==> src/hdl/wsdf_pkg.sv <==
// package: result record and constants for the websocket frame deframer
package wsdf_pkg;

   localparam int unsigned BYTE_W  = 8;
   localparam int unsigned LEN_W   = 24;
   localparam int unsigned OPC_W   = 4;
   localparam int unsigned ERR_W   = 2;
   localparam int unsigned CSR_W   = 32;
   localparam int unsigned ADDR_W  = 3;

   localparam logic [LEN_W-1:0] MAX_BYTES_RESET = LEN_W'(1024 * 1024);

   localparam logic [6:0] LEN7_EXT16 = 7'd126;
   localparam logic [6:0] LEN7_EXT64 = 7'd127;

   localparam logic [OPC_W-1:0] OPC_CONTINUATION = 4'h0;

   localparam logic [ERR_W-1:0] ERR_NONE      = 2'd0;
   localparam logic [ERR_W-1:0] ERR_FRAME_LEN = 2'd1;
   localparam logic [ERR_W-1:0] ERR_MSG_LEN   = 2'd2;

   localparam logic [ADDR_W-1:0] REG_MAX_MESSAGE_BYTES = 3'd0;

   typedef struct packed {
      logic [BYTE_W-1:0] data_byte;
      logic              has_data;
      logic [OPC_W-1:0]  message_type;
      logic              is_control;
      logic              last;
      logic [ERR_W-1:0]  error;
   } rsp_type;

endpackage

==> src/hdl/websocket_frame_deframer_unit.sv <==
// websocket frame deframer: header parse, length limits, payload unmasking
//
//   channel  direction  beat
//   req      in         one raw stream byte (req_in_byte)
//   rsp      out        one payload byte, end marker or error record
//   csr      in/out     max_message_bytes at byte address 0
//
// one byte is taken per cycle while req_ready is high; the header, mask and
// payload state update in the same cycle the byte is accepted, and results
// leave from the output register. a second result register catches a result
// while the output is stalled, so req_ready depends only on that register.
// reset is synchronous: parser back to the first header byte, limit 1 MiB.
// after a length error the parser swallows every byte until reset.
module websocket_frame_deframer_unit (
   input  logic                         clock,
   input  logic                         reset,
   input  logic                         req_valid,
   output logic                         req_ready,
   input  logic [wsdf_pkg::BYTE_W-1:0]  req_in_byte,
   output logic                         rsp_valid,
   input  logic                         rsp_ready,
   output logic [wsdf_pkg::BYTE_W-1:0]  rsp_data_byte,
   output logic                         rsp_has_data,
   output logic [wsdf_pkg::OPC_W-1:0]   rsp_message_type,
   output logic                         rsp_is_control,
   output logic                         rsp_last,
   output logic [wsdf_pkg::ERR_W-1:0]   rsp_error,
   input  logic                         csr_psel,
   input  logic                         csr_penable,
   input  logic                         csr_pwrite,
   input  logic [wsdf_pkg::ADDR_W-1:0]  csr_paddr,
   input  logic [wsdf_pkg::CSR_W-1:0]   csr_pwdata,
   output logic [wsdf_pkg::CSR_W-1:0]   csr_prdata,
   output logic                         csr_pready
);
   import wsdf_pkg::*;

   typedef enum logic [2:0] {
      PH_HDR0,
      PH_HDR1,
      PH_EXT,
      PH_MASK,
      PH_PAYLOAD,
      PH_FAILED
   } phase_type;

   phase_type         phase_ff, phase_in;
   logic              fin_ff, fin_in;
   logic [OPC_W-1:0]  opcode_ff, opcode_in;
   logic              masked_ff, masked_in;
   logic [2:0]        count_ff, count_in;
   logic [LEN_W-1:0]  len_ff, len_in;
   logic              over_ff, over_in;
   logic [31:0]       key_ff, key_in;
   logic [1:0]        idx_ff, idx_in;
   logic [LEN_W-1:0]  msg_len_ff, msg_len_in;
   logic [OPC_W-1:0]  msg_op_ff, msg_op_in;
   logic [LEN_W-1:0]  max_ff;

   rsp_type           out_ff, skid_ff, res;
   logic              out_valid_ff, skid_valid_ff;
   logic              accept, push, pop, csr_write;

   // length check inputs, shared by the short and extended length paths
   logic [LEN_W-1:0]  ld_len;
   logic              ld_over;
   logic              ctl;
   logic [LEN_W-1:0]  eff_msg_len;
   logic [LEN_W:0]    msg_sum;
   logic              frame_err, msg_err;
   logic [OPC_W-1:0]  ld_msg_op;
   logic [LEN_W-1:0]  ext_len;
   logic              ext_over;
   logic [BYTE_W-1:0] key_byte;

   assign req_ready  = !skid_valid_ff;
   assign accept     = req_valid && req_ready;
   assign pop        = out_valid_ff && rsp_ready;
   assign csr_write  = csr_psel && csr_penable && csr_pwrite && csr_pready;
   assign csr_pready = 1'b1;
   assign csr_prdata = (csr_paddr == REG_MAX_MESSAGE_BYTES) ?
                       {{(CSR_W-LEN_W){1'b0}}, max_ff} : '0;

   assign ctl      = opcode_ff[OPC_W-1];
   assign ext_len  = {len_ff[LEN_W-9:0], req_in_byte};
   assign ext_over = over_ff || (len_ff[LEN_W-1:LEN_W-8] != '0);

   always_comb begin
      if (phase_ff == PH_HDR1) begin
         ld_len  = {{(LEN_W-7){1'b0}}, req_in_byte[6:0]};
         ld_over = 1'b0;
      end else begin
         ld_len  = ext_len;
         ld_over = ext_over;
      end
   end

   assign eff_msg_len = (opcode_ff != OPC_CONTINUATION) ? '0 : msg_len_ff;
   assign msg_sum     = {1'b0, eff_msg_len} + {1'b0, ld_len};
   assign frame_err   = ld_over || (ld_len > max_ff);
   assign msg_err     = !ctl && (msg_sum > {1'b0, max_ff});
   assign ld_msg_op   = (!ctl && opcode_ff != OPC_CONTINUATION) ? opcode_ff : msg_op_ff;

   always_comb begin
      unique case (idx_ff)
         2'd0:    key_byte = key_ff[31:24];
         2'd1:    key_byte = key_ff[23:16];
         2'd2:    key_byte = key_ff[15:8];
         default: key_byte = key_ff[7:0];
      endcase
      if (!masked_ff) begin
         key_byte = '0;
      end
   end

   always_comb begin
      logic             do_len;
      logic             do_start;
      logic [LEN_W-1:0] sp_len;
      logic [OPC_W-1:0] sp_msg_op;

      phase_in   = phase_ff;
      fin_in     = fin_ff;
      opcode_in  = opcode_ff;
      masked_in  = masked_ff;
      count_in   = count_ff;
      len_in     = len_ff;
      over_in    = over_ff;
      key_in     = key_ff;
      idx_in     = idx_ff;
      msg_len_in = msg_len_ff;
      msg_op_in  = msg_op_ff;
      push       = 1'b0;
      res        = '0;
      do_len     = 1'b0;
      do_start   = 1'b0;
      sp_len     = len_ff;
      sp_msg_op  = msg_op_ff;

      if (accept) begin
         unique case (phase_ff)
            PH_HDR0: begin
               fin_in    = req_in_byte[7];
               opcode_in = req_in_byte[OPC_W-1:0];
               phase_in  = PH_HDR1;
            end
            PH_HDR1: begin
               masked_in = req_in_byte[7];
               if (req_in_byte[6:0] == LEN7_EXT16 || req_in_byte[6:0] == LEN7_EXT64) begin
                  count_in = (req_in_byte[6:0] == LEN7_EXT16) ? 3'd1 : 3'd7;
                  len_in   = '0;
                  over_in  = 1'b0;
                  phase_in = PH_EXT;
               end else begin
                  do_len = 1'b1;
               end
            end
            PH_EXT: begin
               len_in  = ext_len;
               over_in = ext_over;
               if (count_ff == '0) begin
                  do_len = 1'b1;
               end else begin
                  count_in = count_ff - 3'd1;
               end
            end
            PH_MASK: begin
               key_in = {key_ff[23:0], req_in_byte};
               if (count_ff == '0) begin
                  do_start = 1'b1;
               end else begin
                  count_in = count_ff - 3'd1;
               end
            end
            PH_PAYLOAD: begin
               push             = 1'b1;
               res.data_byte    = req_in_byte ^ key_byte;
               res.has_data     = 1'b1;
               res.message_type = ctl ? opcode_ff : msg_op_ff;
               res.is_control   = ctl;
               idx_in           = idx_ff + 2'd1;
               len_in           = len_ff - LEN_W'(1);
               if (len_ff == LEN_W'(1)) begin
                  res.last = ctl || fin_ff;
                  phase_in = PH_HDR0;
                  if (!ctl && fin_ff) begin
                     msg_op_in  = '0;
                     msg_len_in = '0;
                  end
               end
            end
            default: begin
               phase_in = PH_FAILED;
            end
         endcase

         if (do_len) begin
            priority if (frame_err) begin
               phase_in  = PH_FAILED;
               push      = 1'b1;
               res.error = ERR_FRAME_LEN;
            end else if (msg_err) begin
               phase_in  = PH_FAILED;
               push      = 1'b1;
               res.error = ERR_MSG_LEN;
            end else begin
               if (!ctl) begin
                  msg_op_in  = ld_msg_op;
                  msg_len_in = msg_sum[LEN_W-1:0];
               end
               len_in = ld_len;
               if ((phase_ff == PH_HDR1) ? req_in_byte[7] : masked_ff) begin
                  count_in = 3'd3;
                  phase_in = PH_MASK;
               end else begin
                  do_start  = 1'b1;
                  sp_len    = ld_len;
                  sp_msg_op = ld_msg_op;
               end
            end
         end

         if (do_start) begin
            idx_in = '0;
            if (sp_len != '0) begin
               phase_in = PH_PAYLOAD;
            end else begin
               phase_in = PH_HDR0;
               if (ctl) begin
                  push             = 1'b1;
                  res.message_type = opcode_ff;
                  res.is_control   = 1'b1;
                  res.last         = 1'b1;
               end else if (fin_ff) begin
                  push             = 1'b1;
                  res.message_type = sp_msg_op;
                  res.last         = 1'b1;
                  msg_op_in        = '0;
                  msg_len_in       = '0;
               end
            end
         end
      end
   end

   always_ff @(posedge clock) begin
      if (reset) begin
         phase_ff      <= PH_HDR0;
         fin_ff        <= 1'b0;
         opcode_ff     <= '0;
         masked_ff     <= 1'b0;
         count_ff      <= '0;
         len_ff        <= '0;
         over_ff       <= 1'b0;
         idx_ff        <= '0;
         msg_len_ff    <= '0;
         msg_op_ff     <= '0;
         max_ff        <= MAX_BYTES_RESET;
         out_valid_ff  <= 1'b0;
         skid_valid_ff <= 1'b0;
      end else begin
         phase_ff   <= phase_in;
         fin_ff     <= fin_in;
         opcode_ff  <= opcode_in;
         masked_ff  <= masked_in;
         count_ff   <= count_in;
         len_ff     <= len_in;
         over_ff    <= over_in;
         idx_ff     <= idx_in;
         msg_len_ff <= msg_len_in;
         msg_op_ff  <= msg_op_in;
         if (csr_write && csr_paddr[ADDR_W-1] == REG_MAX_MESSAGE_BYTES[ADDR_W-1]) begin
            max_ff <= csr_pwdata[LEN_W-1:0];
         end
         if (skid_valid_ff) begin
            if (pop) begin
               out_valid_ff  <= 1'b1;
               skid_valid_ff <= 1'b0;
            end
         end else if (!out_valid_ff || pop) begin
            out_valid_ff <= push;
         end else if (push) begin
            skid_valid_ff <= 1'b1;
         end
      end
   end

   always_ff @(posedge clock) begin
      key_ff <= key_in;
      if (skid_valid_ff) begin
         if (pop) begin
            out_ff <= skid_ff;
         end
      end else if (!out_valid_ff || pop) begin
         out_ff <= res;
      end else if (push) begin
         skid_ff <= res;
      end
   end

   assign rsp_valid        = out_valid_ff;
   assign rsp_data_byte    = out_ff.data_byte;
   assign rsp_has_data     = out_ff.has_data;
   assign rsp_message_type = out_ff.message_type;
   assign rsp_is_control   = out_ff.is_control;
   assign rsp_last         = out_ff.last;
   assign rsp_error        = out_ff.error;

   // skid only fills behind a held output beat
   assert property (@(posedge clock) disable iff (reset) skid_valid_ff |-> rsp_valid)
      else $error("skid register holds a beat while output is empty");

   assert property (@(posedge clock) disable iff (reset)
      phase_ff == PH_PAYLOAD |-> len_ff != '0)
      else $error("payload phase with no bytes left");

   assert property (@(posedge clock) disable iff (reset)
      push && res.error != ERR_NONE |=> phase_ff == PH_FAILED)
      else $error("error result without entering failed state");

   assert property (@(posedge clock) disable iff (reset)
      phase_ff == PH_FAILED |-> !push)
      else $error("result produced after failure");

   assert property (@(posedge clock) disable iff (reset)
      phase_ff == PH_FAILED |=> phase_ff == PH_FAILED)
      else $error("failed state left without reset");

endmodule
==> config.mk <==
export PLATFORM = sky130hd
export DESIGN_NAME = websocket_frame_deframer_unit
export DESIGN_NICKNAME = d
export VERILOG_FILES = /design/src/hdl/wsdf_pkg.sv /design/src/hdl/websocket_frame_deframer_unit.sv
export SDC_FILE = /design/constraint.sdc
export NUM_CORES = 1
export LEC_CHECK = 0
export ABC_AREA = 0
export BUFFER_PORTS_ARGS = -buffer_cell sky130_fd_sc_hd__buf_2
export CORE_MARGIN = 5
export CORE_UTILIZATION = 40
export CTS_CLUSTER_DIAMETER = 120
export DETAILED_ROUTE_END_ITERATION = 7
export HOLD_SLACK_MARGIN = 0.1
export SLEW_MARGIN = 40
export SYNTH_ARGS = -nofsm -noshare
export SYNTH_HDL_FRONTEND = slang
export SYNTH_SLANG_ARGS = --single-unit
==> constraint.sdc <==
create_clock -name clock -period 6.7 [get_ports clock]
set_input_delay 0.335 -clock clock [delete_from_list [all_inputs] [get_ports clock]]
set_output_delay 0.335 -clock clock [all_outputs]
set_load 0.01 [all_outputs]
==> impl_metrics.ini <==
[synth]
synth_top_area_cell = edfxtp_1
ys_async_sr_fraction = 0
ys_seq_area_frac = 0.380
synthFlopType = dfxtp_1
synth-seq-cells = 159
avgSynthCellArea_um2 = 8.60
netlist_instances = 1178
synth.cell_area_um2 = 10100
synth_top_area_share = 0.196
yosysWarnings = 0
synth-edff-count = 66
synth_area_leaders = edfxtp_1 20%, dfxtp_1 18%, ha_1 9.9%
synth_cell_type_count = 78

[die]
floorplan.initialDensity = 0.404
ioPinCount = 102
die_area_um2 = 28600
core_area_um2 = 25000
dieWidth_um = 169
die_h_um = 169
fp-row-count = 58

[critical_path]
arrival_ps = 6380
startpoint = opcode_ff[3]$_SDFFE_PP0P_
timing.rr.start = opcode_ff[3]$_SDFFE_PP0P_
cp-start-kind = flip-flop
path_class = flip-flop to flip-flop
regToRegSetupSlack_ps = 470
cp_slowest_cell = o32ai_4
endpoint_kind = flip-flop
cpPeakStageDelay_ps = 370
crit_buf_inv = 4
worst_path_most_repeated_cell = buf_4
required_ps = 6850
cp_top_family = compound AO/OA/AOI/OAI gates
crit_fanout = 17

[global_routing]
first_global_vias = 8444
grt_first_pass_wirelength_um = 44700
overflow = 0
antenna_found_initial = 0
grt.total_usage = 0.192
grt_max_degree = 72

[route]
vias_per_cell = 5.56
ant_nets = 0
dr.pass1.iters = 6
drcViolationCount = 0
vias = 8921
post_drt_wl_per_cell_um = 17.4
first_iter_violations = 885
finalWirelength_um = 27900

[clocking]
clk_pin_slew_ps = 70
clockRootBuffer = clkbuf_16
cts.sinks = 159
htreeDepth = 4
clk_path_buf_depth = 2
cts_tree = built
clock_latency_ps = 440
cts_buffers = 17

[sta]
whs_ps = 121
setup_viol = 0
drv_slew = 0
fmax_ghz = 0.161
rsz0062_at_grt = false
relSlewSlack = 0.473
period_share = 0.930
fin_tns_setup_ps = 0
finalHoldViolCount = 0
worst_pin_slew_ps = 787
finalWorstSetupSlack_ps = 470
finClkSkew_ps = 13.4
fin_crit_ps = 6230

[finish]
final_common_cell = nand2_1
multi_input_area_um2 = 5880
nFillCells = 2457
final_nets = 1392
antenna_cells = 0
area_growth_pct = 16.0
seqCellArea_um2 = 3840
layout_common_cells = 133 x nand2_1, 108 x a21oi_1, 93 x dfxtp_1
drive_above_1_share = 0.148

[min_path]
hp-class = input pin to flip-flop
hp-start = csr_pwdata[16]

[flow_run]
maxCapViolCount = 0

[status]
outcome = finished, final reports clean

[power]
peakVddDrop_mv = 0.163
power_mw = 2.81
pwr_density_cell_nw_per_um2 = 240
leakage_nw = 4.96

[place]
io_buffer_count = 84
gp_congestion = 0.864
hpwl_um = 19800
place_ws_ps = 253
## sequential cells by signal, indices dropped and copies added, names as in the netlist, 8 cells and up
name and count:
len_ff 24, msg_len_ff 24, rsp_data_byte 8, skid_ff 17, key_ff 32, max_ff 24
## where the power goes
part	leakage [nW]	switching (mW)	internal (mW)
clock network	0.297	0.476	0.539
registers	1.43	0.0386	1.05
logic	3.23	0.438	0.268
## per-layer routing
metal  wire (um)  vias up  track usage
li1            -     4442            -
met1       12700     4183        0.252
met2       13200      249        0.328
met3        1370       47       0.0325
met4         677        0       0.0543
met5           0        -            0
## metrics by stage
step | std cells | utilization | instance area (um2)
floorplan | 1185 | - | 10200
global route | 1604 | 0.469 | 11700
detailed placement | 1568 | 0.442 | 11100
global placement | 1566 | 0.441 | 11000
CTS | 1601 | 0.466 | 11700
finish | 1604 | 0.469 | 11700
## worst paths after layout
path                                   to  cells after the start
hold reg to reg       key_ff[9]$_DFFE_PP_                      0
setup / recovery     skid_ff[9]$_DFFE_PP_                     26
hold / removal    max_ff[16]$_SDFFE_PP0P_                      3
setup reg to reg     skid_ff[9]$_DFFE_PP_                     26
## synth_stat cells (15+ instances only)
master	n
xnor2_1	15
edfxtp_1	66
ha_1	80
inv_1	46
a21oi_1	108
a21o_1	25
nor2_1	87
nand2_1	134
clkbuf_1	56
a22o_1	30
nor3_1	32
nand3_1	33
and2_1	70
o21ai_0	76
dfxtp_1	93
## area by class of cell
class	count	area share
well taps	330	0.0352
inverters	46	0.0147
clock buffers	17	0.0362
multi-input cells	906	0.500
clock inverters	15	0.0157
flip-flops and latches	159	0.327
repair buffers	131	0.0706
## cells by family (layout without fill, tap and decap cells)
family	Yosys count	in the layout	synth area share
AND/OR/NAND/NOR	438	438	0.218
AO/OA/AOI/OAI	345	345	0.222
flip-flops	159	159	0.380
multiplexers	4	4	0.00395
other	2	9	0.000742
adder cells (fa/ha/maj)	81	81	0.101
XOR/XNOR	29	29	0.0251
buffers and inverters	120	209	0.0494
## what timing repair did
| item | 4_1_cts | 5_1_grt |
|---|---|---|
| resized for setup | 0 | 7 |
| endpoints found under the setup margin | 0 | 89 |
| setup buffers | 0 | 1 |
| hold endpoints to repair | 1 | 0 |
| hold buffers | 1 | 0 |
## worst reg2reg max path: cells and delay by family (launching register included)
kind	cells	cell delay, ps
AND/OR/NAND/NOR	7	1410
adder cells (fa/ha/maj)	2	600
XOR/XNOR	1	170
AO/OA/AOI/OAI	12	2670
flip-flops	1	340
buffers and inverters	4	740
Note: power is estimated with default switching activity, not from simulation.
